--- src/design/set_assoc_lru_cache_tags_core_defines.svh ---
// Assertion macros for the set-associative LRU cache tag core.
// Included by the core RTL file, the only one that carries concurrent assertions; no other dependencies.
`ifndef SET_ASSOC_LRU_CACHE_TAGS_CORE_DEFINES_SVH
`define SET_ASSOC_LRU_CACHE_TAGS_CORE_DEFINES_SVH
`ifndef SYNTHESIS
`define SALC_ASSERT(label, clk, rst, prop, msg) \
   label: assert property (@(posedge clk) disable iff (rst) (prop)) else $error(msg);
`define SALC_ASSERT_NEXT(label, clk, rst, pre, post, msg) \
   label: assert property (@(posedge clk) disable iff (rst) (pre) |=> (post)) else $error(msg);
`else
`define SALC_ASSERT(label, clk, rst, prop, msg)
`define SALC_ASSERT_NEXT(label, clk, rst, pre, post, msg)
`endif
`endif

--- src/design/salc_pkg.sv ---
// Shared constants, types and helper functions for the cache tag core.
// No dependencies; used by every module of the block except salc_ram.
`default_nettype none

package salc_pkg;

   localparam int TOTAL_LINES    = 512;
   localparam int LINE_BYTES     = 32;
   localparam int MAX_WAYS       = 16;
   localparam int ADDR_BITS      = 32;
   localparam int HIT_COUNT_BITS = 32;

   localparam int OFFSET_BITS   = $clog2(LINE_BYTES);
   localparam int LINE_IDX_BITS = $clog2(TOTAL_LINES);
   localparam int LANE_BITS     = $clog2(MAX_WAYS);
   localparam int LANE_W1       = LANE_BITS + 1;
   localparam int ROW_COUNT     = TOTAL_LINES / MAX_WAYS;
   localparam int ROW_BITS      = $clog2(ROW_COUNT);
   localparam int LNUM_BITS     = ADDR_BITS - OFFSET_BITS;
   localparam int TAG_BITS      = LNUM_BITS - LINE_IDX_BITS + LANE_BITS;
   localparam int RANK_BITS     = LANE_BITS;
   localparam int SHAMT_BITS    = $clog2(LINE_IDX_BITS + 1);
   localparam int KLOG_BITS     = 3;
   localparam int POLICY_BITS   = 2;
   localparam int MAX_KLOG      = LANE_BITS;
   localparam int KLOG_RESET    = 1;

   // register indexes
   localparam logic CSR_WAYS_LOG2 = 1'b0;
   localparam logic CSR_POLICY    = 1'b1;

   // policy codes
   localparam logic [POLICY_BITS-1:0] POLICY_WRITE_ALLOC    = 2'd0;
   localparam logic [POLICY_BITS-1:0] POLICY_NO_STORE_ALLOC = 2'd1;
   localparam logic [POLICY_BITS-1:0] POLICY_PREFETCH_ALL   = 2'd2;
   localparam logic [POLICY_BITS-1:0] POLICY_PREFETCH_MISS  = 2'd3;

   // access kind
   localparam logic MODE_STORE = 1'b1;

   typedef enum logic [2:0] {
      ST_CLEAR,
      ST_IDLE,
      ST_READ,
      ST_SCAN,
      ST_WRITE,
      ST_DONE
   } state_type;

   typedef struct packed {
      logic                 valid;
      logic [RANK_BITS-1:0] rank;
      logic [TAG_BITS-1:0]  tag;
   } line_type;

   typedef line_type [MAX_WAYS-1:0] row_type;

   typedef struct packed {
      logic                 mode;
      logic [ADDR_BITS-1:0] address;
   } req_type;

   typedef struct packed {
      logic                      hit;
      logic                      demand_fill;
      logic                      prefetch_fill;
      logic [HIT_COUNT_BITS-1:0] hit_count;
   } rsp_type;

   typedef struct packed {
      logic                 hit;
      logic [LANE_BITS-1:0] lane;
   } scan_result_type;

   typedef struct packed {
      logic touch;
      logic fill;
   } update_ctl_type;

   // ways - 1 for an associativity of 2**klog
   function automatic logic [LANE_BITS-1:0] way_mask(input logic [KLOG_BITS-1:0] klog);
      logic [LANE_W1-1:0] ways;
      ways = LANE_W1'(1) << klog;
      return LANE_BITS'(ways - LANE_W1'(1));
   endfunction

   // flushed row: all invalid, rank equal to the way number within the set
   function automatic row_type clear_row(input logic [KLOG_BITS-1:0] klog);
      row_type              row;
      logic [LANE_BITS-1:0] mask;
      mask = way_mask(klog);
      for (int j = 0; j < MAX_WAYS; j++) begin
         row[j].valid = 1'b0;
         row[j].rank  = LANE_BITS'(j) & mask;
         row[j].tag   = '0;
      end
      return row;
   endfunction

endpackage

`default_nettype wire

--- src/design/salc_update.sv ---
// Row rewrite: LRU touch of the chosen way and tag install on a fill.
// Depends on salc_pkg.
`default_nettype none

module salc_update (
   input  wire salc_pkg::row_type               row,
   input  wire logic [salc_pkg::LANE_BITS-1:0]  lane_base,
   input  wire logic [salc_pkg::KLOG_BITS-1:0]  klog,
   input  wire salc_pkg::scan_result_type       sel,
   input  wire salc_pkg::update_ctl_type        ctl,
   input  wire logic [salc_pkg::TAG_BITS-1:0]   tag,
   output      salc_pkg::row_type               row_out
);

   logic [salc_pkg::LANE_BITS-1:0] mask;
   logic [salc_pkg::RANK_BITS-1:0] sel_rank;

   always_comb begin
      mask     = salc_pkg::way_mask(klog);
      sel_rank = row[sel.lane].rank;
      row_out  = row;
      if (ctl.touch) begin
         // age every way of the set that was more recent than the chosen one
         for (int j = 0; j < salc_pkg::MAX_WAYS; j++) begin
            if (((salc_pkg::LANE_BITS'(j) & ~mask) == lane_base) &&
                (row[j].rank > sel_rank)) begin
               row_out[j].rank = row[j].rank - 1'b1;
            end
         end
         row_out[sel.lane].rank = mask;
      end
      if (ctl.fill) begin
         row_out[sel.lane].valid = 1'b1;
         row_out[sel.lane].tag   = tag;
      end
   end

endmodule

`default_nettype wire
--- config.mk ---
export PLATFORM = sky130hd
export DESIGN_NAME = salc_update
export DESIGN_NICKNAME = d
export VERILOG_FILES = /design/src/design/set_assoc_lru_cache_tags_core_defines.svh /design/src/design/salc_pkg.sv /design/src/design/salc_update.sv
export SDC_FILE = /design/constraint.sdc
export NUM_CORES = 1
export LEC_CHECK = 0
export ABC_AREA = 1
export BUFFER_PORTS_ARGS = -buffer_cell sky130_fd_sc_hd__buf_4
export CORE_AREA = 2 2 348 350
export DETAILED_ROUTE_END_ITERATION = 8
export DIE_AREA = 0 0 350 352
export SYNTH_ARGS = -nofsm -noshare
export SYNTH_HDL_FRONTEND = slang
export SYNTH_SLANG_ARGS = --single-unit
export TNS_END_PERCENT = 1
--- constraint.sdc ---
create_clock -name vclk -period 5.6
set_clock_uncertainty 0.05 [all_clocks]
set_input_delay 0.28 -clock vclk [all_inputs]
set_output_delay 0.28 -clock vclk [all_outputs]
set_load 0.03 [all_outputs]
==> results of run 1 <==
-- area by class of cell --
| class | instances | share of cell area [%] |
|---|---|---|
| Timing Repair Buffer | 936 | 40.0 |
| Tap cell | 1612 | 11.5 |
| Antenna cell | 19 | 0.271 |
| Inverter | 177 | 3.78 |
| Multi-Input combinational cell | 1539 | 44.4 |
-- logic make-up (layout without fill, tap and decap cells) --
family | after synthesis | count (layout)
adders and majority gates | 81 | 81
AOI/OAI and AO/OA | 520 | 520
and+or+nand+nor | 905 | 905
xor gates and xnor gates | 33 | 33
other | 0 | 19
buffers and inverters | 291 | 1113
-- synth_stat cells (2+ instances only) --
cell type  instances  share of area, %
xor2_1            29               2.9
nand2_1          672                28
nand3_1          128               7.2
nor3_1            12              0.67
a22oi_1            7              0.59
o211ai_1           4              0.34
inv_1            169               7.1
nor2_2            13              0.91
o21ai_0          368                21
buf_2             29               1.6
o221ai_1           4              0.39
nand4_1            5              0.35
a31oi_1            6              0.42
nor2_1            53               2.2
o21ai_1           53               3.0
nor2_4             4              0.51
inv_2              8              0.34
nand2_4            2              0.25
nor2_8             3              0.67
o22ai_1           18               1.3
nand3_2            2              0.22
ha_1              81                11
buf_6              4              0.51
a21oi_1           56               3.1
nand3b_1           4              0.34
clkbuf_1          80               3.4
o21bai_1           2              0.17
nand2_2            6              0.42
xnor2_1            4              0.39
-- power groups by stage --
stage            clock, mW  sequential [mW]  combinational [mW]
2_1_floorplan            0                0               0.980
3_3_place_gp             0                0                2.14
3_5_place_dp             0                0                2.14
4_1_cts                  0                0                2.15
5_1_grt        0.000000291                0                2.26
6_report       0.000000329                0                2.13
-- how the worst max path moves through the flow --
stage / startpoint / to / slack [ns] / cells past startpoint
after floorplan: sel[1] / row_out[78] / 1.39 / 15
after CTS: sel[0] / row_out[131] / 1.33 / 18
final: sel[0] / row_out[131] / 1.30 / 18
after global routing: sel[0] / row_out[131] / 1.07 / 18
after detailed placement: sel[0] / row_out[131] / 1.33 / 18
after global placement: sel[0] / row_out[131] / 1.33 / 18
-- through the flow --
step,setup WS (ns),util (%),instances,instance area [sq um]
after floorplan,1.39,-,1830,8910
after global placement,1.33,14.7,4264,17500
after detailed placement,1.33,14.7,4264,17500
after CTS,1.33,14.7,4264,17500
after global routing,1.07,14.7,4276,17500
final,1.30,14.7,4283,17600
-- metal layers --
layer	part of all wire, %	GRT usage [%]
met1	38	24.7
met2	44	35.2
met3	13	10.9
met4	4.7	8.23
met5	0.47	0
==> run_results.csv, run 1 <==
group,metric,value,unit
die,core_area,119000,sq um
placement,port_buffers,899,
grt,grt_start_max_net_pins,46,
timing,hold_violations,0,
layout,seq_cells,0,
grt,grt_pass1_vias,16000,
worst_hold_path,min_path_cells,4,
timing,final_max_slew_viol_count,0,
timing,fmax,233,MHz
drt,drtIter0Drc,1378,
layout,n_fill_cell,14100,
power,power_density,121,nW/um^2
drt,wl,142000,um
layout,drive_gt1_share,37.5,%
die,die_y,352,um
power,power.share.clock,0,%
timing,finalSetupViolCount,0,
layout,final_common_cell,"buf_4",
timing,rsz0062_at_grt,"no",
power,pwr-share-comb,100.0,%
worst_setup_path,crit_buf_inv,5,
layout,seq_area,0,sq um
power,switching_share,66.8,%
layout,area_growth,97.0,%
layout,nClkBuffers,0,
synthesis,syn_area,8910,sq um
clock_tree,ctsResizeCount,0,
grt,grt_usage,21.9,%
synthesis,yosys.area_share.simple,42.2,%
die,start_util,7.47,%
die,die_x,350,um
grt,grt_remaining_overflow,0,
flow_run,drv_cap,0,
die,io_pins,900,
worst_setup_path,cp_slowest_cell,"nor2_2",
status,outcome,"complete, no violations",
timing,period_minus_slack,4.30,ns
synthesis,synth_compound_area_share,30.1,%
worst_setup_path,crit_family,"buffers and inverters",
drt,ant_nets,0,
power,p_switching,1.42,mW
synthesis,syn_inst,1830,
worst_setup_path,critical_path_required,5.27,ns
grt,antenna_found_initial,110,
layout,final_nets,3203,
worst_setup_path,cp-start-kind,"input pin",
power,power.total,2.13,mW
synthesis,synth_fa_ha_area_share,11.4,%
worst_setup_path,path_cells,"buf_4, inv_2, nor2_8, inv_2, o22ai_1, o21ai_0, nand2_1, nor2_2, buf_4, ha_1, nand2_1, o21ai_0, a21oi_1, nand2_1, nand2_1, nand3_1, a21oi_1, buf_4",
worst_setup_path,cp_slowest_stage_delay,0.54,ns
grt,grt_pass1_wl,175000,um
drt,vias,17300,
worst_setup_path,worstPathArrival,3.97,ns
layout,final_cell_mix,"buf_4, nand2_1, o21ai_0",
power,pwr-share-seq,0,%
worst_hold_path,hold_path.startpoint,"row[53]",
power,vdd_drop_max,0.0552,mV
worst_setup_path,crit_path_max_fanout,12,
drt,viasPerCell,4.03,
clock_tree,ctsHoldBuffers,0,
synthesis,synth_top_family_by_area,"simple AND/OR/NAND/NOR gates",
drt,drt-pass1-iter-count,6,
power,p_leak,9.52,nW
power,p_int,0.707,mW
synthesis,synth.area.mux_share,0,%
die,num_rows,127,
worst_setup_path,endpoint_kind,"output port",
clock_tree,postCtsSetupRepairBufs,0,
timing,finalCritPeriodShare,76.7,%
timing,tightestPinTransition,1.13,ns
placement,dp_hpwl,124000,um
synthesis,syn_nets,2379,
timing,relSlewSlack,24.8,%
timing,tns,0,ns
drt,drcViolationCount,0,
worst_setup_path,path_class,"in -> out",
die,die_area,123000,sq um
synthesis,ys_warn_count,0,
timing,hold_ws,0.821,ns
worst_setup_path,crit_top_cell,"nand2_1",
worst_hold_path,hold_class,"in -> out",
drt,wl_per_cell,33.1,um
synthesis,yosys.cell_types.count,33,
layout,multiInputGateArea,7800,sq um
synthesis,ys_seq_area_share,0,%
worst_hold_path,hold_end,"row_out[53]",
synthesis,synth-xor-area-share,3.24,%
placement,place.gp.congestion,0.931,
synthesis,synth.avg_cell_area,4.87,sq um
No activity file was read; power rests on OpenSTA's default activity.
==> run 2: changes to the inputs <==
Settings changed: CORE_AREA 2 2 348 350 to 2 2 353 355, DIE_AREA 0 0 350 352 to 0 0 355 357.
Clock period 5.6 ns to 3.75 ns, I/O delays scaled along.
==> run_results.csv, run 2 (synthesis results as in run 1) <==
group,metric,value,unit
grt,grt_pass1_vias,16500,
timing,period_minus_slack,3.53,ns
timing,hold_violations,0,
timing,tightestPinTransition,1.04,ns
layout,area_growth,104,%
timing,finalCritPeriodShare,94.1,%
grt,grt_pass1_wl,179000,um
drt,viasPerCell,3.97,
worst_hold_path,hold_end,"row_out[107]",
timing,finalSetupViolCount,0,
drt,wl_per_cell,33.0,um
die,start_util,7.24,%
layout,final_common_cell,"buf_4",
die,die_y,357,um
timing,relSlewSlack,30.7,%
power,pwr-share-comb,100.0,%
power,pwr-share-seq,0,%
timing,layout_setup_ws,0.222,ns
power,p_int,1.13,mW
die,die_area,127000,sq um
grt,grt_remaining_overflow,0,
worst_setup_path,worstPathArrival,3.29,ns
timing,fmax,283,MHz
timing,rsz0062_at_grt,"yes",
worst_setup_path,crit_path_max_fanout,9,
worst_setup_path,path_class,"in -> out",
power,power_density,181,nW/um^2
power,vdd_drop_max,0.0833,mV
die,io_pins,900,
drt,ant_nets,0,
worst_setup_path,endpoint_kind,"output port",
worst_setup_path,cp-start-kind,"input pin",
drt,drt-pass1-iter-count,5,
die,core_area,123000,sq um
layout,seq_cells,0,
flow_run,drv_cap,0,
power,p_switching,2.17,mW
status,outcome,"complete, no violations",
grt,grt_start_max_net_pins,46,
grt,grt_usage,21.7,%
worst_hold_path,hold_path.startpoint,"row[107]",
drt,wl,145000,um
power,switching_share,65.8,%
drt,drcViolationCount,0,
placement,port_buffers,899,
grt,antenna_found_initial,98,
layout,nClkBuffers,0,
layout,final_nets,3282,
layout,seq_area,0,sq um
die,num_rows,129,
drt,vias,17400,
clock_tree,ctsHoldBuffers,0,
power,p_leak,9.90,nW
worst_hold_path,min_path_cells,4,
worst_setup_path,critical_path_required,3.51,ns
placement,place.gp.congestion,0.924,
layout,final_cell_mix,"buf_4, nand2_1, o21ai_0",
timing,hold_ws,0.628,ns
die,die_x,355,um
timing,final_max_slew_viol_count,0,
worst_hold_path,hold_class,"in -> out",
layout,drive_gt1_share,39.4,%
placement,dp_hpwl,129000,um
placement,pre_cts_ws,-0.0243,ns
drt,drtIter0Drc,1322,
power,power.share.clock,0,%
run 2: what timing repair did:
| action | CTS | global route |
|---|---|---|
| setup buffers | 0 | 0 |
| gates resized for setup | 1 | 7 |
| endpoints found under the setup margin | 2 | 24 |
run 2: cell type report:
cell class	count	area [sq um]
fillers	14600	105000
inverters	177	667
well taps	1637	2050
diodes	18	45.0
repair buffers	1015	7660
multi-input cells	1539	7800
run 2: critical path: stages:
cell,delay [ns]
buf_4,0.17
nor2_4,0.22
inv_2,0.06
buf_4,0.21
buf_4,0.17
o22ai_1,0.27
o21ai_0,0.13
nand4_1,0.13
buf_4,0.23
ha_1,0.26
nand4_1,0.09
nand3_1,0.07
nor2_1,0.25
nand2_1,0.17
nand2_1,0.09
nand3_1,0.07
a21oi_1,0.27
buf_4,0.24
run 2: how the worst max path moves through the flow:
| stage | depth (start not counted) | to | from |
|---|---|---|---|
| 2_1_floorplan | 15 | row_out[78] | sel[1] |
| 3_3_place_gp | 18 | row_out[265] | sel[0] |
| 3_5_place_dp | 18 | row_out[265] | sel[0] |
| 4_1_cts | 21 | row_out[265] | sel[0] |
| 5_1_grt | 19 | row_out[49] | sel[0] |
| 6_report | 18 | row_out[185] | sel[1] |
run 2: through the flow:
stage / std cells / area [sq um] / utilization (%) / power [mW] / setup TNS (ns)
6_report: 4386 / 18200 / 14.8 / 3.30 / 0
5_1_grt: 4372 / 18200 / 14.8 / 3.52 / -0.0409
4_1_cts: 4368 / 18200 / 14.8 / 3.34 / 0
3_5_place_dp: 4368 / 18100 / 14.8 / 3.33 / -0.0406
3_3_place_gp: 4368 / 18100 / 14.8 / 3.33 / -0.0197
2_1_floorplan: 1830 / 8920 / - / 1.47 / 0
run 2: power by group through the flow:
stage                  Clock [mW]  Sequential (mW)  Combinational (mW)
global route          0.000000145                0                3.52
detailed placement              0                0                3.33
global placement                0                0                3.33
floorplan                       0                0                1.47
CTS                             0                0                3.34
finish              0.00000000218                0                3.30
run 2: metal layers:
metal	vias to the layer above	share of wire, %	track usage [%]
li1	7850	-	-
met1	8226	39	25.1
met2	1000	46	36.2
met3	232	12	9.92
met4	100	3.2	5.17
met5	-	0.42	0
