$ cat src/design/set_assoc_lru_cache_tags_core_defines.svh
// Assertion macros for the set-associative LRU cache tag core.
// Included by the core RTL file, the only one that carries concurrent assertions; no other dependencies.
`ifndef SET_ASSOC_LRU_CACHE_TAGS_CORE_DEFINES_SVH
`define SET_ASSOC_LRU_CACHE_TAGS_CORE_DEFINES_SVH
`ifndef SYNTHESIS
`define SALC_ASSERT(label, clk, rst, prop, msg) \
   label: assert property (@(posedge clk) disable iff (rst) (prop)) else $error(msg);
`define SALC_ASSERT_NEXT(label, clk, rst, pre, post, msg) \
   label: assert property (@(posedge clk) disable iff (rst) (pre) |=> (post)) else $error(msg);
`else
`define SALC_ASSERT(label, clk, rst, prop, msg)
`define SALC_ASSERT_NEXT(label, clk, rst, pre, post, msg)
`endif
`endif

$ cat src/design/salc_ram.sv
// Generic single-write, single-read memory with registered read data.
// No dependencies.
`default_nettype none

module salc_ram #(
   parameter int WIDTH = 8,
   parameter int DEPTH = 32
) (
   input  wire logic                     clock,
   input  wire logic                     wr_en,
   input  wire logic [$clog2(DEPTH)-1:0] wr_addr,
   input  wire logic [WIDTH-1:0]         wr_data,
   input  wire logic                     rd_en,
   input  wire logic [$clog2(DEPTH)-1:0] rd_addr,
   output      logic [WIDTH-1:0]         rd_data
);

   logic [WIDTH-1:0] mem_ff [DEPTH];
   logic [WIDTH-1:0] rd_data_ff;

   always_ff @(posedge clock) begin
      if (wr_en) begin
         mem_ff[wr_addr] <= wr_data;
      end
      if (rd_en) begin
         rd_data_ff <= mem_ff[rd_addr];
      end
   end

   assign rd_data = rd_data_ff;

endmodule

`default_nettype wire

$ cat config.mk
export PLATFORM = sky130hd
export DESIGN_NAME = salc_ram
export DESIGN_NICKNAME = d
export VERILOG_FILES = /design/src/design/set_assoc_lru_cache_tags_core_defines.svh /design/src/design/salc_ram.sv
export SDC_FILE = /design/constraint.sdc
export NUM_CORES = 1
export LEC_CHECK = 0
export ABC_CLOCK_PERIOD_IN_PS = 2200
export BUFFER_PORTS_ARGS = -buffer_cell sky130_fd_sc_hd__buf_2
export CORE_MARGIN = 4
export CORE_UTILIZATION = 50
export CTS_CLUSTER_SIZE = 28
export DETAILED_ROUTE_END_ITERATION = 7
export PLACE_DENSITY_LB_ADDON = 0.08
export SETUP_SLACK_MARGIN = 0.3
export SLEW_MARGIN = 10
export SYNTH_ARGS = -nofsm -noshare
export SYNTH_HDL_FRONTEND = slang
export SYNTH_SLANG_ARGS = --single-unit
export TNS_END_PERCENT = 5
$ cat constraint.sdc
create_clock -name clock -period 2.2 [get_ports clock]
set_input_delay 0.11 -clock clock [delete_from_list [all_inputs] [get_ports clock]]
set_output_delay 0.11 -clock clock [all_outputs]
set_load 0.1 [all_outputs]
==> results by group, run 1 <==
GRT
  – Vias in the first global route: 4745
  – GRT Residual Overflow: 0
  – Global Route Usage Sum: approximately 20%
  – Number of antenna violations at the first check in global routing: 0
  – First-pass GRT wire length: between 30000 and 40000 um
  – Largest net degree at the start of global routing: 33

Synth
  – Avg Cell Area, Syn: between 20 and 25 um^2
  – Sequential share of the synthesized area: between 70% and 80%
  – Cell area after synthesis: about 0.010 mm^2
  – Synthesized instance count: roughly 420
  – Syn Nets: roughly 440
  – Total of warnings raised by yosys: 0
  – Flop and latch count out of synthesis: 264
  – Synth cell types: 14

STA
  – Total count of max-transition violations in the final report: 0
  – Measured slew at the worst slew-check pin: roughly 620 ps
  – Final worst clock skew: roughly 11 ps
  – Final Cycle Share: 88.4%
  – Final number of hold-violating endpoints: 0
  – Peak clock frequency supported by timing: a little over 0.5 GHz
  – Setup violations, final: 0
  – Summed negative setup slack over all endpoints: 0 ps
  – Final hold slack: between 100 and 150 ps
  – Setup repair after global routing missed its margin: yes
  – Post-route minimum period: a little under 2000 ps
  – Normalized max-slew margin: about 60%

Critical path
  – Startpoint kind of the worst setup timing path: flip-flop
  – Worst Reg-to-Reg Cells: 3
  – Crit end category: flip-flop
  – Register-to-register setup slack: between 200 and 300 ps
  – Crit path max fanout: 1
  – Beginning of the worst register-to-register path: mem_ff[12][6]
  – Arr. time, crit path: 2220 ps
  – R2R Path End: rd_data[6]
  – Worst Path Required: around 2500 ps
  – Class of the most critical setup path: flip-flop to flip-flop

Min path
  – Hold worst-path end: rd_data[6]
  – Cells on Worst Hold Path: 2
  – Hold WC Path Type: primary input to flip-flop
  – Hold_sp: rd_addr[3]

Clock network
  – Clock buffers created by TritonCTS: 27
  – Count of buffers added by post-CTS timing repair for setup: 0
  – Clk_lat worst skew: around 530 ps
  – TritonCTS clock tree: done
  – Max Root-Sink Buffers: 3
  – Clock Pin Slew Worst Setup and Hold Paths: 60 ps
  – Library cell used as clock root buffer: clkbuf_16
  – CTS H-tree depth: 1
  – TritonCTS Sinks: 264

Placed design
  – Area after detailed placement: approximately 0.011 mm^2
  – Final RePlAce weighted congestion: between 0.7 and 0.8
  – Number of port buffers: 28
  – HPWL reported at the end of detailed placement: between 10000 and 15000 um

Die
  – Die outline area: 0.0226 mm^2
  – Initial Utilization: about 51%
  – Standard-cell rows: just over 50
  – Core area: approximately 0.020 mm^2
  – Height of the die: approximately 150 um
  – Die boundary width: 150 um
  – Number of top-level design ports: 29

Drt
  – Ratio of routed vias to standard cells: 5.87
  – Routed len/inst: 27.5 um
  – Count of vias placed by the detailed router: around 4600
  – Number of optimization iterations in the first detailed-route pass: 4
  – Initial detailed-routing violation count: approximately 410
  – Number of antenna-violating nets in the routed design: 0
  – Post-Route WL: between 20000 and 25000 um
  – Residual DRC count: 0

Cells and area
  – Area Growth Syn to Fin: 17.0%
  – Share of layout cells above drive strength 1: 39.3%
  – Sequential cell area: just under 0.008 mm^2
  – Final standard cell area without fillers: between 0.01 and 0.015 mm^2
  – Final layout net count: 518
  – Diode insertion count for antenna repair: 0
  – Filler cell count in the final layout: 1397
  – Footprint of the multi-input gates: between 0.002 and 0.0025 mm^2

Pwr
  – Net Switching: approximately 2.3 mW
  – Static leakage: 3.82 nW
  – Cell internal power dissipation: ~9 mW
  – Part of the power in the clock network: between 40% and 50%
  – Part of the power in combinational logic: ~5.9%
  – Register share of total power: just over 50%
  – Power Density: slightly above 900 mW/mm^2
  – Maximum resistive drop on vdd: roughly 0.00073 V
  – Fraction of power spent switching nets: 20.4%

Status
  – Run status: completed

Flow run
  – Maximum capacitance violations: 0
placed cells by master (no fill, tap or decap), drive strengths merged:
master,synthesis,final
or3,1,1
clkinv,0,14
nand2,1,1
nand3b,5,5
buf,14,70
clkbuf,6,29
dlygate4sd3,0,1
mux2,8,8
or3b,3,3
nor2,33,33
nand3,2,2
mux4,80,80
edfxtp,264,264
bufinv,0,6
worst max path at each step:
| stage | startpoint | endpoint | slack [ps] | cells after the start |
|---|---|---|---|---|
| 2_1_floorplan | rd_addr[2] | rd_data[0] | 300 | 5 |
| 3_3_place_gp | rd_addr[0] | rd_data[5] | 50 | 5 |
| 3_5_place_dp | rd_addr[0] | rd_data[5] | 40 | 5 |
| 4_1_cts | mem_ff[12][6] | rd_data[6] | 250 | 3 |
| 5_1_grt | mem_ff[29][6] | rd_data[6] | 250 | 3 |
| 6_report | mem_ff[12][6] | rd_data[6] | 260 | 3 |
worst max-delay path, cell delays in order, from the launching register on:
cell	delay [ps]
edfxtp_1	360
mux4_2	520
mux4_2	540
mux2_4	280
Yosys cell counts:
master | instances | area share, %
buf_2 | 1 | 0.049
mux4_2 | 80 | 18
buf_4 | 6 | 0.44
mux2_2 | 8 | 0.89
buf_1 | 6 | 0.22
nand3b_1 | 5 | 0.37
nand3_1 | 2 | 0.099
or3b_2 | 3 | 0.26
buf_6 | 1 | 0.11
or3_1 | 1 | 0.062
nand2_1 | 1 | 0.037
nor2_1 | 33 | 1.2
clkbuf_1 | 6 | 0.22
edfxtp_1 | 264 | 78
flip-flops by register name (all words and copies together) (netlist names):
name,count
rd_data,8
mem_ff,256
cell type report:
class / count / share of cell area [%]
clock buffers: 29 / 5.76
clock inverters: 20 / 2.15
multi-input cells: 133 / 17.7
flip-flops and latches: 264 / 66.9
well taps: 265 / 2.80
repair buffers: 71 / 4.69
metrics by stage:
stage	utilization, %	setup slack, ps	total power, mW	std cells
after floorplan	-	301	6.14	417
after global placement	55.3	46.9	6.39	732
after detailed placement	55.3	44.9	6.40	732
after CTS	60.1	247	11.2	782
after global routing	60.1	248	11.4	782
final	60.1	255	11.1	782
cells by family (layout without fill, tap and decap cells):
group	after synthesis	count (layout)	synth area share, %
buf+inv	20	120	1.05
flops	264	264	78.2
mux	88	88	18.7
simple gates	45	45	2.05
what timing repair did:
item                       in CTS  in global routing
resized for setup               1                  0
hold buffers                    1                  0
setup endpoints to repair       6                  8
hold endpoints to repair        8                  0
power by group through the flow:
stage               sequential (mW)  clock, mW  combinational, mW
floorplan                      5.84          0              0.305
global placement               5.74          0              0.648
detailed placement             5.74          0              0.657
CTS                            5.63       4.87              0.662
global route                   5.63       5.11              0.686
finish                         5.63       4.78              0.649
per-layer routing:
metal / wire, um / up-vias / part of all wire [%] / global-route usage [%]
li1: - / 1948 / - / -
met1: 9700 / 2455 / 45 / 31.8
met2: 10100 / 156 / 47 / 29.7
met3: 1290 / 32 / 6.0 / 2.47
met4: 410 / 0 / 1.9 / 4.99
met5: 0 / - / 0 / 0
(Power assumes the default switching activity.)
==> run 2: changes to the inputs <==
ABC_AREA = 1   (was default)
==> run 2 against run 1 <==
Net effect: cell area grew 1.9%; fmax increased by 31%; sequential share of layout area decreased by 1.3 points; die area rose by 6.8%; area after synthesis grew 7.2%; flip-flop and latch count unchanged; first-iteration DRC count grew 59%; via count up 51%; wire length rose by 21%; combinational power is 16% higher.
==> results by group, run 2 <==
Critical path
  – Worst Reg-to-Reg Cells: 8 (+5)
  – Crit end category: output pin
  – Register-to-register setup slack: 880 ps (+620 ps)
  – CP cell instances: buf_2
  – R2R Path End: rd_data[2]
  – Beginning of the worst register-to-register path: mem_ff[29][2]
  – Worst stage delay on the critical path: 450 ps (-90 ps)
  – Startpoint kind of the worst setup timing path: flip-flop
  – Class of the most critical setup path: flip-flop to output pin
  – Worst Path Required: 2090 ps (-390 ps)
  – Category of cells accounting for the largest share of critical-path delay: buffers and inverters
  – Arr. time, crit path: 1380 ps (-840 ps)
  – Crit path max fanout: 1 (unchanged)
  – Critical-path cell with the highest stage delay: buf_2
  – Number of buffer and inverter instances along the worst setup path: 1 (+1)

Clock network
  – CTS H-tree depth: 1 (unchanged)
  – Count of buffers added by post-CTS timing repair for setup: 0 (unchanged)
  – Clock buffers created by TritonCTS: 26 (-3.7%)
  – Max Root-Sink Buffers: 3 (unchanged)
  – TritonCTS Sinks: 264 (unchanged)
  – Clock Pin Slew Worst Setup and Hold Paths: 60 ps (about the same)
  – TritonCTS clock tree: done
  – Clk_lat worst skew: 520 ps (about the same)
  – Library cell used as clock root buffer: clkbuf_16

Synth
  – Async SR Flop Fraction: 0% (unchanged)
  – Cell area after synthesis: 0.0109 mm^2 (+7.2%)
  – Ranking of synthesized cells by area: edfxtp_1 73%, nand2_1 12%, nand3_1 9.4%, buf_6 2.5%, nor2_1 1.1%
  – Flop and latch count out of synthesis: 264 (unchanged)
  – Total of warnings raised by yosys: 0 (unchanged)
  – Avg Cell Area, Syn: 11.8 um^2 (-51%)
  – Count of flip-flops with a built-in enable after synthesis: 264 (unchanged)
  – Synthesized instance count: 922 (+120%)
  – Leading cell types by count after synthesis: 360 x nand2_1, 264 x edfxtp_1, 204 x nand3_1
  – Cell accounting for the most synthesized area: edfxtp_1
  – Synth cell types: 11 (-3)
  – Leading cell type by number of instances after synthesis: nand2_1
  – Synth Flop Type: edfxtp_1
  – Syn Nets: 943 (+120%)
  – Area share of the largest cell type after synthesis: 73.0% (-5.3 points)
  – Sequential share of the synthesized area: 73.0% (-5.3 points)

Cells and area
  – Final standard cell area without fillers: 0.0121 mm^2 (+1.9%)
  – Filler cell count in the final layout: 1811 (+30%)
  – Most flop-heavy register: mem_ff
  – Diode insertion count for antenna repair: 0 (unchanged)
  – Count of non-filler cells in the finished layout: 1253 (+60%)
  – Area Growth Syn to Fin: 11.2%
  – Final layout net count: 984 (+90%)
  – Top library cells by usage in the layout, fill and taps aside: 360 x nand2_1, 264 x edfxtp_1, 204 x nand3_1
  – Share of layout cells above drive strength 1: 10.2% (-29 points)
  – Most common cell after layout, fill and taps aside: nand2_1
  – Flip-flop count of the largest register after layout: 256 (unchanged)

Pwr
  – Cell internal power dissipation: 8.35 mW (-5.2%)
  – Maximum resistive drop on vdd: 0.000735 V (+0.12%)
  – Register share of total power: 52.8% (+1.9 points)
  – Static leakage: 4.50 nW (+18%)
  – Part of the power in the clock network: 40.2% (-3.0 points)
  – Part of the power in combinational logic: 7.0% (+1.1 points)
  – Fraction of power spent switching nets: 21.8% (+1.4 points)
  – Power Density: 884 mW/mm^2 (-5.2%)
  – Net Switching: 2.33 mW (+3.4%)

Placed design
  – Post-place setup slack: 393 ps (+348 ps)
  – Number of port buffers: 28 (unchanged)
  – Placed cell count: 1209 (+65%)
  – HPWL reported at the end of detailed placement: 15700 um (+16%)
  – Final RePlAce weighted congestion: 0.832 (+12%)
  – Area after detailed placement: 0.0113 mm^2 (+3.2%)

Drt
  – Initial detailed-routing violation count: 655 (+59%)
  – Post-Route WL: 26100 um (+21%)
  – Count of vias placed by the detailed router: 6921 (+51%)
  – Number of optimization iterations in the first detailed-route pass: 5 (+1)
  – Routed len/inst: 20.8 um (-24%)
  – Residual DRC count: 0 (unchanged)
  – Number of antenna-violating nets in the routed design: 0 (unchanged)
  – Ratio of routed vias to standard cells: 5.52 (-5.9%)

Die
  – Initial Utilization: 51.2% (-0.18 points)
  – Core area: 0.0212 mm^2 (+7.6%)
  – Height of the die: 155 um (+3.4%)
  – Die outline area: 0.0242 mm^2 (+6.8%)
  – Number of top-level design ports: 29 (unchanged)
  – Die boundary width: 155 um (+3.4%)
  – Standard-cell rows: 53 (+3.9%)

STA
  – Measured slew at the worst slew-check pin: 1070 ps (+447 ps)
  – Final Cycle Share: 67.7% (-21 points)
  – Normalized max-slew margin: 28.7% (-30 points)
  – Total count of max-transition violations in the final report: 0 (unchanged)
  – Setup repair after global routing missed its margin: no
  – Summed negative setup slack over all endpoints: 0 ps (unchanged)
  – Final number of hold-violating endpoints: 0 (unchanged)
  – Final worst clock skew: 12.2 ps (+1.55 ps)
  – Peak clock frequency supported by timing: 0.672 GHz (+31%)
  – Setup violations, final: 0 (unchanged)
  – Setup slack of the critical path after layout: 711 ps (+456 ps)
  – Post-route minimum period: 1490 ps (-456 ps)

GRT
  – Number of antenna violations at the first check in global routing: 1 (+1)
  – First-pass GRT wire length: 40300 um (+27%)
  – Vias in the first global route: 6838 (+44%)
  – Global Route Usage Sum: 21.9% (+2.0 points)
  – GRT Residual Overflow: 0 (unchanged)
  – Largest net degree at the start of global routing: 129 (+290%)

Min path
  – Cells on Worst Hold Path: 3 (+1)
  – Hold worst-path end: rd_data[7]
  – Hold_sp: rd_addr[4]
  – Hold WC Path Type: primary input to flip-flop

Status
  – Run status: completed

Flow run
  – Maximum capacitance violations: 0 (unchanged)
==> run 2: cell types whose count changed in the layout (fill, tap and decap cells not counted), moves of 2 or more <==
cell / delta
nand3b_1: -5
inv_1: +8
bufinv_16: -3
buf_12: -4
clkinv_4: -3
clkinv_1: -2
nand2_1: +359
mux4_2: -80
mux2_2: -7
or3b_2: -3
clkbuf_1: +4
buf_4: -2
nand3_1: +202
==> run 2: cells by family (layout without fill, tap and decap cells) <==
kind of cell / count (synthesis) / in the layout / share of synthesized area (%)
and+or+nand+nor: 596 / 596 / 22.9
DFF: 264 / 264 / 73.0
buffers and inverters: 62 / 118 / 4.11
==> run 2: routing by layer <==
metal  track usage (%)  up-vias  wire [um]
met4              5.67        2        641
met5                 0        -          9
li1                  -     3281          -
met3              3.34       50       1730
met2              34.5      244      12000
met1              32.4     3344      11700
==> run 2: final cells by class <==
type	count	area (um^2)	share of cell area [%]
Inverter	10	38.8	0.321
Tap cell	275	344	2.85
Timing Repair Buffer	65	460	3.81
Sequential cell	264	7930	65.6
Clock inverter	10	121	1.00
Clock buffer	33	698	5.78
Multi-Input combinational cell	596	2490	20.6
==> run 2: repair_timing <==
item | in CTS | in global routing
resized for setup | 0 | 0
hold buffers | 1 | 0
endpoints found under the hold margin | 8 | 0
==> run 2: worst max-delay path by stage <==
stage,start,endpoint,slack [ps],depth (start not counted)
after floorplan,wr_addr[0],mem_ff[0][0],1060,3
after global placement,wr_addr[1],mem_ff[17][2],460,4
after detailed placement,wr_addr[1],mem_ff[17][3],390,4
after CTS,rd_data[3],rd_data[3],700,1
after global routing,rd_data[3],rd_data[3],680,1
final,rd_data[3],rd_data[3],710,1
==> run 2: metrics by stage <==
stage / util, % / power (mW) / hold WS [ps]
3_3_place_gp: 53.0 / 6.49 / 487
6_report: 56.9 / 10.7 / 17.9
4_1_cts: 56.9 / 10.8 / 6.12
2_1_floorplan: - / 6.23 / 209
3_5_place_dp: 53.0 / 6.49 / 497
5_1_grt: 56.9 / 11.1 / 31.9
==> run 2: power groups by stage <==
| stage | clock [mW] | sequential, mW | combinational, mW |
|---|---|---|---|
| after floorplan | 0 | 5.83 | 0.403 |
| after global placement | 0 | 5.74 | 0.744 |
| after detailed placement | 0 | 5.74 | 0.750 |
| after CTS | 4.37 | 5.64 | 0.753 |
| after global routing | 4.60 | 5.64 | 0.824 |
| final | 4.29 | 5.64 | 0.750 |
