## config.mk

```make
export PLATFORM = sky130hd
export DESIGN_NAME = salc_scan
export DESIGN_NICKNAME = d
export VERILOG_FILES = /design/src/design/set_assoc_lru_cache_tags_core_defines.svh /design/src/design/salc_pkg.sv /design/src/design/salc_scan.sv
export SDC_FILE = /design/constraint.sdc
export NUM_CORES = 1
export LEC_CHECK = 0
export BUFFER_PORTS_ARGS = -buffer_cell sky130_fd_sc_hd__buf_4
export CAP_MARGIN = 20
export CORE_AREA = 2 2 181 183
export CTS_BUF_LIST = sky130_fd_sc_hd__clkbuf_4 sky130_fd_sc_hd__clkbuf_8 sky130_fd_sc_hd__clkbuf_16
export DETAILED_ROUTE_END_ITERATION = 16
export DIE_AREA = 0 0 183 185
export GPL_TIMING_DRIVEN = 0
export SYNTH_ARGS = -nofsm -noshare
export SYNTH_HDL_FRONTEND = slang
export SYNTH_SLANG_ARGS = --single-unit
```

## constraint.sdc

```tcl
create_clock -name clock -period 5.8 [get_ports clock]
set_input_delay 1.74 -clock clock [delete_from_list [all_inputs] [get_ports clock]]
set_output_delay 1.74 -clock clock [all_outputs]
set_load 0.05 [all_outputs]
```

## src/design/set_assoc_lru_cache_tags_core_defines.svh

```systemverilog
// Assertion macros for the set-associative LRU cache tag core.
// Included by the core RTL file, the only one that carries concurrent assertions; no other dependencies.
`ifndef SET_ASSOC_LRU_CACHE_TAGS_CORE_DEFINES_SVH
`define SET_ASSOC_LRU_CACHE_TAGS_CORE_DEFINES_SVH
`ifndef SYNTHESIS
`define SALC_ASSERT(label, clk, rst, prop, msg) \
   label: assert property (@(posedge clk) disable iff (rst) (prop)) else $error(msg);
`define SALC_ASSERT_NEXT(label, clk, rst, pre, post, msg) \
   label: assert property (@(posedge clk) disable iff (rst) (pre) |=> (post)) else $error(msg);
`else
`define SALC_ASSERT(label, clk, rst, prop, msg)
`define SALC_ASSERT_NEXT(label, clk, rst, pre, post, msg)
`endif
`endif

```

## src/design/salc_pkg.sv

```systemverilog
// Shared constants, types and helper functions for the cache tag core.
// No dependencies; used by every module of the block except salc_ram.
`default_nettype none

package salc_pkg;

   localparam int TOTAL_LINES    = 512;
   localparam int LINE_BYTES     = 32;
   localparam int MAX_WAYS       = 16;
   localparam int ADDR_BITS      = 32;
   localparam int HIT_COUNT_BITS = 32;

   localparam int OFFSET_BITS   = $clog2(LINE_BYTES);
   localparam int LINE_IDX_BITS = $clog2(TOTAL_LINES);
   localparam int LANE_BITS     = $clog2(MAX_WAYS);
   localparam int LANE_W1       = LANE_BITS + 1;
   localparam int ROW_COUNT     = TOTAL_LINES / MAX_WAYS;
   localparam int ROW_BITS      = $clog2(ROW_COUNT);
   localparam int LNUM_BITS     = ADDR_BITS - OFFSET_BITS;
   localparam int TAG_BITS      = LNUM_BITS - LINE_IDX_BITS + LANE_BITS;
   localparam int RANK_BITS     = LANE_BITS;
   localparam int SHAMT_BITS    = $clog2(LINE_IDX_BITS + 1);
   localparam int KLOG_BITS     = 3;
   localparam int POLICY_BITS   = 2;
   localparam int MAX_KLOG      = LANE_BITS;
   localparam int KLOG_RESET    = 1;

   // register indexes
   localparam logic CSR_WAYS_LOG2 = 1'b0;
   localparam logic CSR_POLICY    = 1'b1;

   // policy codes
   localparam logic [POLICY_BITS-1:0] POLICY_WRITE_ALLOC    = 2'd0;
   localparam logic [POLICY_BITS-1:0] POLICY_NO_STORE_ALLOC = 2'd1;
   localparam logic [POLICY_BITS-1:0] POLICY_PREFETCH_ALL   = 2'd2;
   localparam logic [POLICY_BITS-1:0] POLICY_PREFETCH_MISS  = 2'd3;

   // access kind
   localparam logic MODE_STORE = 1'b1;

   typedef enum logic [2:0] {
      ST_CLEAR,
      ST_IDLE,
      ST_READ,
      ST_SCAN,
      ST_WRITE,
      ST_DONE
   } state_type;

   typedef struct packed {
      logic                 valid;
      logic [RANK_BITS-1:0] rank;
      logic [TAG_BITS-1:0]  tag;
   } line_type;

   typedef line_type [MAX_WAYS-1:0] row_type;

   typedef struct packed {
      logic                 mode;
      logic [ADDR_BITS-1:0] address;
   } req_type;

   typedef struct packed {
      logic                      hit;
      logic                      demand_fill;
      logic                      prefetch_fill;
      logic [HIT_COUNT_BITS-1:0] hit_count;
   } rsp_type;

   typedef struct packed {
      logic                 hit;
      logic [LANE_BITS-1:0] lane;
   } scan_result_type;

   typedef struct packed {
      logic touch;
      logic fill;
   } update_ctl_type;

   // ways - 1 for an associativity of 2**klog
   function automatic logic [LANE_BITS-1:0] way_mask(input logic [KLOG_BITS-1:0] klog);
      logic [LANE_W1-1:0] ways;
      ways = LANE_W1'(1) << klog;
      return LANE_BITS'(ways - LANE_W1'(1));
   endfunction

   // flushed row: all invalid, rank equal to the way number within the set
   function automatic row_type clear_row(input logic [KLOG_BITS-1:0] klog);
      row_type              row;
      logic [LANE_BITS-1:0] mask;
      mask = way_mask(klog);
      for (int j = 0; j < MAX_WAYS; j++) begin
         row[j].valid = 1'b0;
         row[j].rank  = LANE_BITS'(j) & mask;
         row[j].tag   = '0;
      end
      return row;
   endfunction

endpackage

`default_nettype wire

```

## src/design/salc_scan.sv

```systemverilog
// Shared tag compare unit: checks one way per cycle and tracks hit, first empty way
// and least recent way. Depends on salc_pkg.
`default_nettype none

module salc_scan (
   input  wire logic                              clock,
   input  wire logic                              reset,
   input  wire logic                              start,
   input  wire logic                              step,
   input  wire logic                              first,
   input  wire salc_pkg::row_type                 row,
   input  wire logic [salc_pkg::LANE_BITS-1:0]    lane,
   input  wire logic [salc_pkg::TAG_BITS-1:0]     tag,
   output      logic                              match,
   output      salc_pkg::scan_result_type         result
);

   logic                             found_ff;
   logic                             empty_ff;
   logic [salc_pkg::LANE_BITS-1:0]   found_lane_ff;
   logic [salc_pkg::LANE_BITS-1:0]   empty_lane_ff;
   logic [salc_pkg::LANE_BITS-1:0]   victim_lane_ff;
   logic [salc_pkg::RANK_BITS-1:0]   victim_rank_ff;
   logic                             is_empty;

   assign match    = row[lane].valid && (row[lane].tag == tag);
   assign is_empty = !row[lane].valid;

   always_ff @(posedge clock) begin
      if (reset) begin
         found_ff <= 1'b0;
         empty_ff <= 1'b0;
      end else if (start) begin
         found_ff <= 1'b0;
         empty_ff <= 1'b0;
      end else if (step) begin
         if (match) begin
            found_ff <= 1'b1;
         end
         if (is_empty) begin
            empty_ff <= 1'b1;
         end
      end
   end

   // lowest empty way wins; ties on rank keep the lower way
   always_ff @(posedge clock) begin
      if (step) begin
         if (match) begin
            found_lane_ff <= lane;
         end
         if (is_empty && !empty_ff) begin
            empty_lane_ff <= lane;
         end
         if (first || (row[lane].rank < victim_rank_ff)) begin
            victim_lane_ff <= lane;
            victim_rank_ff <= row[lane].rank;
         end
      end
   end

   always_comb begin
      result.hit = found_ff;
      if (found_ff) begin
         result.lane = found_lane_ff;
      end else if (empty_ff) begin
         result.lane = empty_lane_ff;
      end else begin
         result.lane = victim_lane_ff;
      end
   end

endmodule

`default_nettype wire

```

==> flow_summary.json, run 1 <==
{
  "status": "complete, but fails checks",
  "failed_checks": "negative setup slack",
  "viasPerCell": 4.77,
  "drc": 0,
  "cp_max_fo": 9,
  "insertion_delay_ns": 0.26,
  "synth_edf_count": 16,
  "ys_seq_elements": 18,
  "avgSynthCellArea_sq_um": 12.1,
  "cts_tree": "built",
  "final-max-slew-violation-count": 0,
  "grt_pass1_vias": 6768,
  "rows": 66,
  "root_buffer": "clkbuf_16",
  "wl_um": 36400,
  "die_y_um": 185,
  "synth_area_sq_um": 5060,
  "min_from": "found_ff",
  "antenna_left": 0,
  "finalSetupViolations": 1,
  "worstPathRequired_ns": 4.06,
  "synth_cell_type_count": 66,
  "grt_usage": 0.205,
  "power_density_nw_per_um2": 109,
  "cts_buffer_depth": 2,
  "r2r_start": "victim_rank_ff[1]",
  "dp_hpwl_um": 31000,
  "final_cell_mix": "510 x buf_4, 81 x mux4_2, 54 x mux2i_1",
  "max_slew_margin": 0.572,
  "ff2ff_path_depth": 6,
  "wire_per_inst_um": 27.1,
  "yosys-top-cells-area": "mux4_2 35%, mux2i_1 13%, edfxtp_1 9.5%, mux4_1 7.3%, nand2_1 1.8%",
  "wl_met2_um": 18900,
  "ys_seq_area_frac": 0.103,
  "final-hold-violation-count": 0,
  "peakVddDrop_v": 0.0000842,
  "first_pass_iters": 5,
  "vias": 6397,
  "nNetsFinal": 1401,
  "gp_congestion": 0.909,
  "async_flop_share": 0,
  "io_pins": 469,
  "syn2layout_area_growth_pct": 100,
  "final_area_sq_um": 10100,
  "syn-num-nets": 885,
  "synth_area_leader_cell": "mux4_2",
  "p_leak_nw": 4.56,
  "start_kind": "primary input",
  "first_iter_violations": 443,
  "critPathKind": "in -> out",
  "antenna_found_initial": 1,
  "wl_met1_um": 15000,
  "dr_wl_met3_um": 2130,
  "grt.overflow.total": 0,
  "hold_depth": 3,
  "synth_top_flop_cell": "edfxtp_1",
  "dr.max_layer_used": "met5",
  "final_common_cell": "buf_4",
  "rsz0062_at_grt": "yes",
  "ff2ff_setup_slack_ns": 3.95,
  "worst_pin_slew_ns": 0.642,
  "diodes": 0,
  "layout-drive-gt1-share": 0.745,
  "grt_max_degree": 12,
  "crit_path_end_kind": "output port",
  "cts_max_level": 1,
  "netlist_instances": 419,
  "numCtsBuffers": 3,
  "fmax_ghz": 0.168,
  "yosysTopAreaCellShare": 0.352,
  "path_clk_slew_ns": 0.05,
  "die-width_um": 183,
  "portBuffers": 467,
  "initial_core_util": 0.158,
  "fin_crit_ns": 5.95,
  "setup_ws_ns": -0.148,
  "post-place-ws_ns": -1.20,
  "die_area_sq_um": 33900,
  "grt_pass1_wl_um": 48500,
  "core-area_sq_um": 32000,
  "min_to": "found_ff",
  "cts_num_sinks": 18,
  "clock-skew-final_ns": 0.00309,
  "regToRegEndpoint": "victim_lane_ff[1]",
  "hp-class": "reg -> reg",
  "max_cap_violations": 0,
  "dpl_cell_area_sq_um": 9100,
  "period_share": 1.03,
  "yosys_warnings": 0,
  "cp.arrival_ns": 4.21
}
## flip-flops by register name, summed over array words and instances (netlist names)
| signal | cells |
|---|---|
| victim_lane_ff | 4 |
| found_lane_ff | 4 |
| found_ff | 1 |
| victim_rank_ff | 4 |
| empty_lane_ff | 4 |
| empty_ff | 1 |
## worst max-delay path, stage by stage
cell and delay (ns):
buf_8 0.10, buf_12 0.14, buf_12 0.15, buf_16 0.15
buf_12 0.15, mux4_2 0.34, a22oi_2 0.17, nand2_1 0.10
xor2_2 0.19, nor4_2 0.30, nand2_2 0.12, nor4b_4 0.30
buf_6 0.20
## final cells by class
class	count	area (sq um)
sequential	18	520
fill	3331	21900
buffer	37	556
timing repair buffer	514	3930
multi-input combinational	352	4500
tap	408	510
inverter	9	45.0
clock buffer	3	75.1
clock inverter	1	3.75
## report_power, final
group          leakage, nW  switching, W  internal (W)
sequential           0.167    0.00000205      0.000153
clock               0.0385     0.0000500     0.0000919
combinational         4.36      0.000337      0.000472
total                 4.56      0.000389      0.000717
## worst max path at each step
stage,startpoint,to,slack (ns)
final,lane[1],match,-0.15
after global routing,lane[1],match,-0.24
after CTS,lane[0],match,-0.22
after detailed placement,lane[3],match,-1.20
after global placement,lane[3],match,-1.19
after floorplan,lane[0],match,-0.04
## through the flow
step / hold slack, ns / utilization / instances / power, W / setup TNS (ns)
5_1_grt: 0.763 / 0.317 / 1342 / 0.00116 / -0.273
4_1_cts: 0.714 / 0.310 / 1331 / 0.00110 / -0.657
2_1_floorplan: 0.613 / - / 419 / 0.000493 / -0.0397
3_3_place_gp: 0.692 / 0.284 / 1294 / 0.000873 / -1.47
3_5_place_dp: 0.706 / 0.284 / 1295 / 0.000882 / -1.59
6_report: 0.723 / 0.317 / 1342 / 0.00111 / -0.148
## layer usage
layer | global-route usage | vias up
li1 | - | 2835
met1 | 0.258 | 3223
met2 | 0.377 | 311
met3 | 0.0313 | 26
met4 | 0.0294 | 2
met5 | 0 | -
## cell families after synthesis
| kind of cell | after synthesis | synth area share |
|---|---|---|
| flip-flops | 18 | 0.103 |
| AND/OR/NAND/NOR | 101 | 0.115 |
| buffers and inverters | 49 | 0.0717 |
| multiplexers | 166 | 0.572 |
| AO/OA/AOI/OAI | 66 | 0.103 |
| adder cells (fa/ha/maj) | 3 | 0.00742 |
| XOR/XNOR | 16 | 0.0292 |
## synth_stat cells, types with 6 or more instances
cell type  number
mux4_2         79
mux2i_1        65
nand2_1        24
edfxtp_1       16
mux4_1         14
nand3_1        14
buf_2          11
nor2_1         11
o21ai_0         9
a21oi_1         8
a22oi_1         8
xnor2_1         8
buf_4           7
clkbuf_1        7
inv_1           7
mux2_2          7
nor2b_1         7
xor2_1          7
buf_6           6
nor3_1          6
o22ai_1         6
## what timing repair did
action	in CTS	in global routing
pin swaps	16	12
gates resized for setup	106	27
buffers inserted	32	13
endpoints found under the setup margin	1	5
cloned	1	0
hold buffers	0	0
Power figures use the tool's default switching activity.
==> inputs of run 2 (changes only) <==
--- a/config.mk
+++ b/config.mk
@@ -5,12 +5,13 @@
 export SDC_FILE = /design/constraint.sdc
 export NUM_CORES = 1
 export LEC_CHECK = 0
+export ABC_AREA = 1
 export BUFFER_PORTS_ARGS = -buffer_cell sky130_fd_sc_hd__buf_4
 export CAP_MARGIN = 20
-export CORE_AREA = 2 2 181 183
+export CORE_AREA = 2 2 183 185
 export CTS_BUF_LIST = sky130_fd_sc_hd__clkbuf_4 sky130_fd_sc_hd__clkbuf_8 sky130_fd_sc_hd__clkbuf_16
 export DETAILED_ROUTE_END_ITERATION = 16
-export DIE_AREA = 0 0 183 185
+export DIE_AREA = 0 0 185 187
 export GPL_TIMING_DRIVEN = 0
 export SYNTH_ARGS = -nofsm -noshare
 export SYNTH_HDL_FRONTEND = slang
==> flow_summary.json, run 2 <==
{
  "clockPowerShare": 0.138,
  "vias": 10000,
  "grt.overflow.total": 0,
  "antenna_found_initial": 0,
  "hp-class": "reg -> reg",
  "insertion_delay_ns": 0.25,
  "seqPwrFrac": 0.144,
  "status": "completed",
  "gp_congestion": 0.876,
  "period_share": 0.982,
  "synth_top_flop_cell": "edfxtp_1",
  "layout-drive-gt1-share": 0.335,
  "rsz0062_at_grt": "no",
  "initial_core_util": 0.176,
  "netlist_instances": 1215,
  "synth_cell_type_count": 26,
  "p_total_w": 0.00107,
  "final_common_cell": "buf_4",
  "root_buffer": "clkbuf_16",
  "path_clk_slew_ns": 0.05,
  "finalSetupViolations": 0,
  "synth_common_cells": "472 x nand2_1, 211 x nand3_1, 140 x inv_1, 137 x nor2_1, 62 x o21ai_0",
  "synth_edf_count": 16,
  "first_pass_iters": 6,
  "start_kind": "primary input",
  "io_pins": 469,
  "yosys_warnings": 0,
  "ys_seq_elements": 18,
  "die_area_sq_um": 34600,
  "cts_tree": "built",
  "antenna_left": 0,
  "max_cap_violations": 0,
  "setup_ws_ns": 0.102,
  "cp_max_fo": 10,
  "final-max-slew-violation-count": 0,
  "p_int_w": 0.000611,
  "synth_area_sq_um": 5770,
  "max_slew_margin": 0.452,
  "grt_usage": 0.254,
  "postCtsHoldBufs": 0,
  "critPathKind": "in -> out",
  "p_sw_w": 0.000461,
  "clock-skew-final_ns": 0.00108,
  "async_flop_share": 0,
  "p_leak_nw": 5.75,
  "wl_um": 46000,
  "final_cell_mix": "476 x buf_4, 469 x nand2_1, 208 x nand3_1",
  "grt_pass1_vias": 9944,
  "diodes": 0,
  "hold_slack_ns": 0.641,
  "power_density_nw_per_um2": 106,
  "worstPathRequired_ns": 4.06,
  "grt_max_degree": 11,
  "viasPerCell": 4.69,
  "avgSynthCellArea_sq_um": 4.75,
  "cts_buffer_depth": 2,
  "yosys-top-cells-area": "nand2_1 31%, nand3_1 18%, inv_1 9.1%, nor2_1 8.9%, edfxtp_1 8.3%",
  "syn2layout_area_growth_pct": 76.0,
  "drc": 0,
  "wire_per_inst_um": 21.6,
  "nNetsFinal": 2153,
  "cts_num_sinks": 18,
  "numCtsBuffers": 3,
  "final-hold-violation-count": 0,
  "synth_area_leader_cell": "nand2_1",
  "cts_max_level": 1,
  "ys_seq_area_frac": 0.0902,
  "dp_hpwl_um": 37900,
  "core-area_sq_um": 32900,
  "die-width_um": 185,
  "dp_cells": 2131,
  "die_y_um": 187,
  "fin_crit_ns": 5.70,
  "peakVddDrop_v": 0.0000839,
  "yosysTopAreaCellShare": 0.307,
  "post-place-ws_ns": -0.519,
  "crit_path_end_kind": "output port",
  "combPwrFrac": 0.719,
  "fin_cells": 2134,
  "syn-num-nets": 1681,
  "fmax_ghz": 0.175,
  "swShare": 0.430,
  "portBuffers": 468,
  "cp.arrival_ns": 3.96,
  "worst_pin_slew_ns": 0.820,
  "fillers": 3821,
  "rows": 67,
  "grt_pass1_wl_um": 63300,
  "yosysMostFrequentCell": "nand2_1",
  "first_iter_violations": 742
}
-- run 2: changes by cell type after synthesis, moves of 23 or more --
cell      delta
mux2i_1     -65
o21ai_0     +53
inv_1      +133
nor2_1     +126
mux4_2      -79
buf_2       +23
nand3_1    +197
o211ai_1    +26
nand2_1    +448
-- run 2: power by group through the flow --
| stage | logic (W) | registers, W | clock network [W] |
|---|---|---|---|
| CTS | 0.000761 | 0.000154 | 0.000150 |
| floorplan | 0.000322 | 0.000156 | 0 |
| global route | 0.000837 | 0.000155 | 0.000155 |
| finish | 0.000771 | 0.000154 | 0.000148 |
| global placement | 0.000743 | 0.000156 | 0 |
| detailed placement | 0.000749 | 0.000156 | 0 |
-- run 2: critical path, stage by stage --
cell,delay (ns)
buf_4,0.16
buf_1,0.58
nand3_1,0.36
nand3_1,0.21
nand2_1,0.07
nand2_1,0.06
nand2_1,0.08
nor2_1,0.11
nand2_1,0.09
nor2_4,0.14
nand3_1,0.10
inv_2,0.09
buf_6,0.16
-- run 2: stage by stage --
step | TNS (ns) | utilization | area (sq um)
3_3_place_gp | -0.522 | 0.300 | 9840
5_1_grt | 0 | 0.309 | 10200
2_1_floorplan | 0 | - | 5770
4_1_cts | 0 | 0.306 | 10000
3_5_place_dp | -0.519 | 0.300 | 9840
6_report | 0 | 0.309 | 10200
-- run 2: metal layers --
metal	GRT usage	part of all wire	vias to the layer above
li1	-	-	4798
met1	0.309	0.40	4525
met2	0.456	0.48	613
met3	0.0327	0.079	78
met4	0.0858	0.036	0
met5	0	0	-
-- run 2: worst paths after layout --
| kind | from | slack [ns] | to | depth (start not counted) |
|---|---|---|---|---|
| worst max-delay path | lane[2] | 0.10 | match | 13 |
| worst min-delay path | empty_ff | 0.64 | empty_ff | 2 |
| worst max register to register | victim_rank_ff[1] | 3.94 | victim_lane_ff[1] | 5 |
| worst min register to register | empty_ff | 0.64 | empty_ff | 2 |
-- run 2: cells by family (layout without fill, tap and decap cells) --
family | count (synthesis) | after routing | synth area share
AND/OR/NAND/NOR | 827 | 827 | 0.587
buffers and inverters | 231 | 702 | 0.177
AO/OA/AOI/OAI | 136 | 136 | 0.139
flip-flops | 18 | 18 | 0.0902
adder cells (fa/ha/maj) | 3 | 3 | 0.00651
-- run 2: repair_timing --
action	CTS	global route
setup endpoints to repair	1	1
buffers inserted	0	0
resized for setup	49	45
pin swaps	1	1
-- run 2: cell type report --
cell class,instances,area (sq um),share of cell area
well taps,448,561,0.0552
clock buffers,4,88.8,0.00875
multi-input cells,966,4290,0.423
inverters,144,557,0.0548
repair buffers,468,3520,0.346
flip-flops and latches,18,520,0.0513
plain buffers,86,621,0.0611
==> inputs of run 3 (changes only) <==
==> constraint.sdc (replaced) <==
create_clock -name clock -period 5.8 [get_ports clock]
set_input_delay 0.58 -clock clock [delete_from_list [all_inputs] [get_ports clock]]
set_output_delay 0.58 -clock clock [all_outputs]
set_load 0.05 [all_outputs]
==> flow_summary.json, run 3 (same netlist as run 2, synthesis figures left out) <==
{
  "status": "completed",
  "finalSetupViolations": 0,
  "critPathMaxStageDelay_ns": 0.53,
  "crit_chain": "buf_4 > buf_6 > inv_6 > clkbuf_1 > o21ai_0 > nand3_1 > nand3_1 > nand3_1 > nand2_1 > nor2_1 > nand2_1 > nor2_1 > nand3_1 > inv_1 > buf_4",
  "cts_buffer_depth": 2,
  "insertion_delay_ns": 0.24,
  "layout-drive-gt1-share": 0.314,
  "grt.overflow.total": 0,
  "diodes": 0,
  "core-area_sq_um": 32900,
  "wl_um": 46000,
  "drc": 0,
  "dp_hpwl_um": 37900,
  "setup_ws_ns": 1.81,
  "vias": 10000,
  "start_kind": "primary input",
  "worst_pin_slew_ns": 0.998,
  "cpMaxStageDelayCell": "clkbuf_1",
  "tns_ns": 0,
  "rows": 67,
  "final_cell_mix": "476 x buf_4, 472 x nand2_1, 211 x nand3_1",
  "gp_congestion": 0.876,
  "cts_num_sinks": 18,
  "postCtsHoldBufs": 0,
  "die_y_um": 187,
  "fin_cells": 2135,
  "crit_path_end_kind": "output port",
  "grt_max_degree": 11,
  "viasPerCell": 4.70,
  "nNetsFinal": 2154,
  "cts_max_level": 1,
  "antenna_found_initial": 0,
  "initial_core_util": 0.176,
  "cp.arrival_ns": 3.41,
  "first_iter_violations": 767,
  "cts_resized": 0,
  "post_cts_buffers": 0,
  "critPathKind": "in -> out",
  "portBuffers": 468,
  "antenna_left": 0,
  "path_clk_slew_ns": 0.05,
  "peakVddDrop_v": 0.0000831,
  "cp_max_fo": 10,
  "rsz0062_at_grt": "no",
  "syn2layout_area_growth_pct": 72.1,
  "final_common_cell": "buf_4",
  "fmax_ghz": 0.251,
  "final-max-slew-violation-count": 0,
  "cts_tree": "built",
  "numCtsBuffers": 3,
  "wire_per_inst_um": 21.5,
  "die_area_sq_um": 34600,
  "io_pins": 469,
  "crit_top_cell": "nand3_1",
  "grt_pass1_wl_um": 63300,
  "first_pass_iters": 5,
  "power_density_nw_per_um2": 106,
  "p_leak_nw": 5.63,
  "clock-skew-final_ns": 0.00116,
  "post-place-ws_ns": 1.59,
  "period_share": 0.688,
  "grt_pass1_vias": 9932,
  "fin_crit_ns": 3.99,
  "die-width_um": 185,
  "dp_cells": 2131,
  "final-hold-violation-count": 0,
  "hp-class": "in -> reg",
  "root_buffer": "clkbuf_16",
  "worstPathRequired_ns": 5.22,
  "max_slew_margin": 0.335,
  "max_cap_violations": 0,
  "grt_usage": 0.254
}
[run 3: where the power goes]
part           leakage (nW)  internal [W]  switching (W)
registers             0.167      0.000152     0.00000216
clock network        0.0442      0.000105      0.0000430
logic                  5.42      0.000342       0.000409
total                  5.63      0.000598       0.000455
[run 3: layout make-up]
cell class | instances | area [sq um]
timing repair buffer | 468 | 3510
fill | 3830 | 22900
tap | 448 | 561
buffer | 87 | 474
inverter | 144 | 546
multi-input combinational | 966 | 4230
sequential | 18 | 520
clock buffer | 4 | 88.8
[run 3: stage by stage]
step / hold slack, ns / power, W / utilization / area (sq um)
finish: 0.541 / 0.00105 / 0.302 / 9930
global route: 0.544 / 0.00113 / 0.302 / 9930
CTS: 0.539 / 0.00106 / 0.302 / 9930
detailed placement: 0.629 / 0.000905 / 0.300 / 9840
global placement: 0.614 / 0.000899 / 0.300 / 9840
floorplan: 0.553 / 0.000478 / - / 5770
[run 3: worst paths after layout]
kind | start | to | slack, ns | cells past startpoint
setup / recovery | lane[0] | match | 1.81 | 15
hold / removal | lane[3] | found_lane_ff[3] | 0.54 | 1
setup reg to reg | victim_rank_ff[1] | victim_rank_ff[0] | 3.95 | 5
hold reg to reg | empty_ff | empty_ff | 0.64 | 2
[run 3: per-layer routing]
| layer | share of wire | vias to the layer above | GRT usage |
|---|---|---|---|
| li1 | - | 4794 | - |
| met1 | 0.40 | 4559 | 0.311 |
| met2 | 0.49 | 611 | 0.459 |
| met3 | 0.076 | 64 | 0.0292 |
| met4 | 0.030 | 0 | 0.0784 |
| met5 | 0 | - | 0 |
[run 3: worst max-delay path, delay by kind of cell]
kind / cells / cell delay, ns
AO/OA/AOI/OAI: 1 / 0.43
buffers and inverters: 6 / 1.27
AND/OR/NAND/NOR: 8 / 1.12
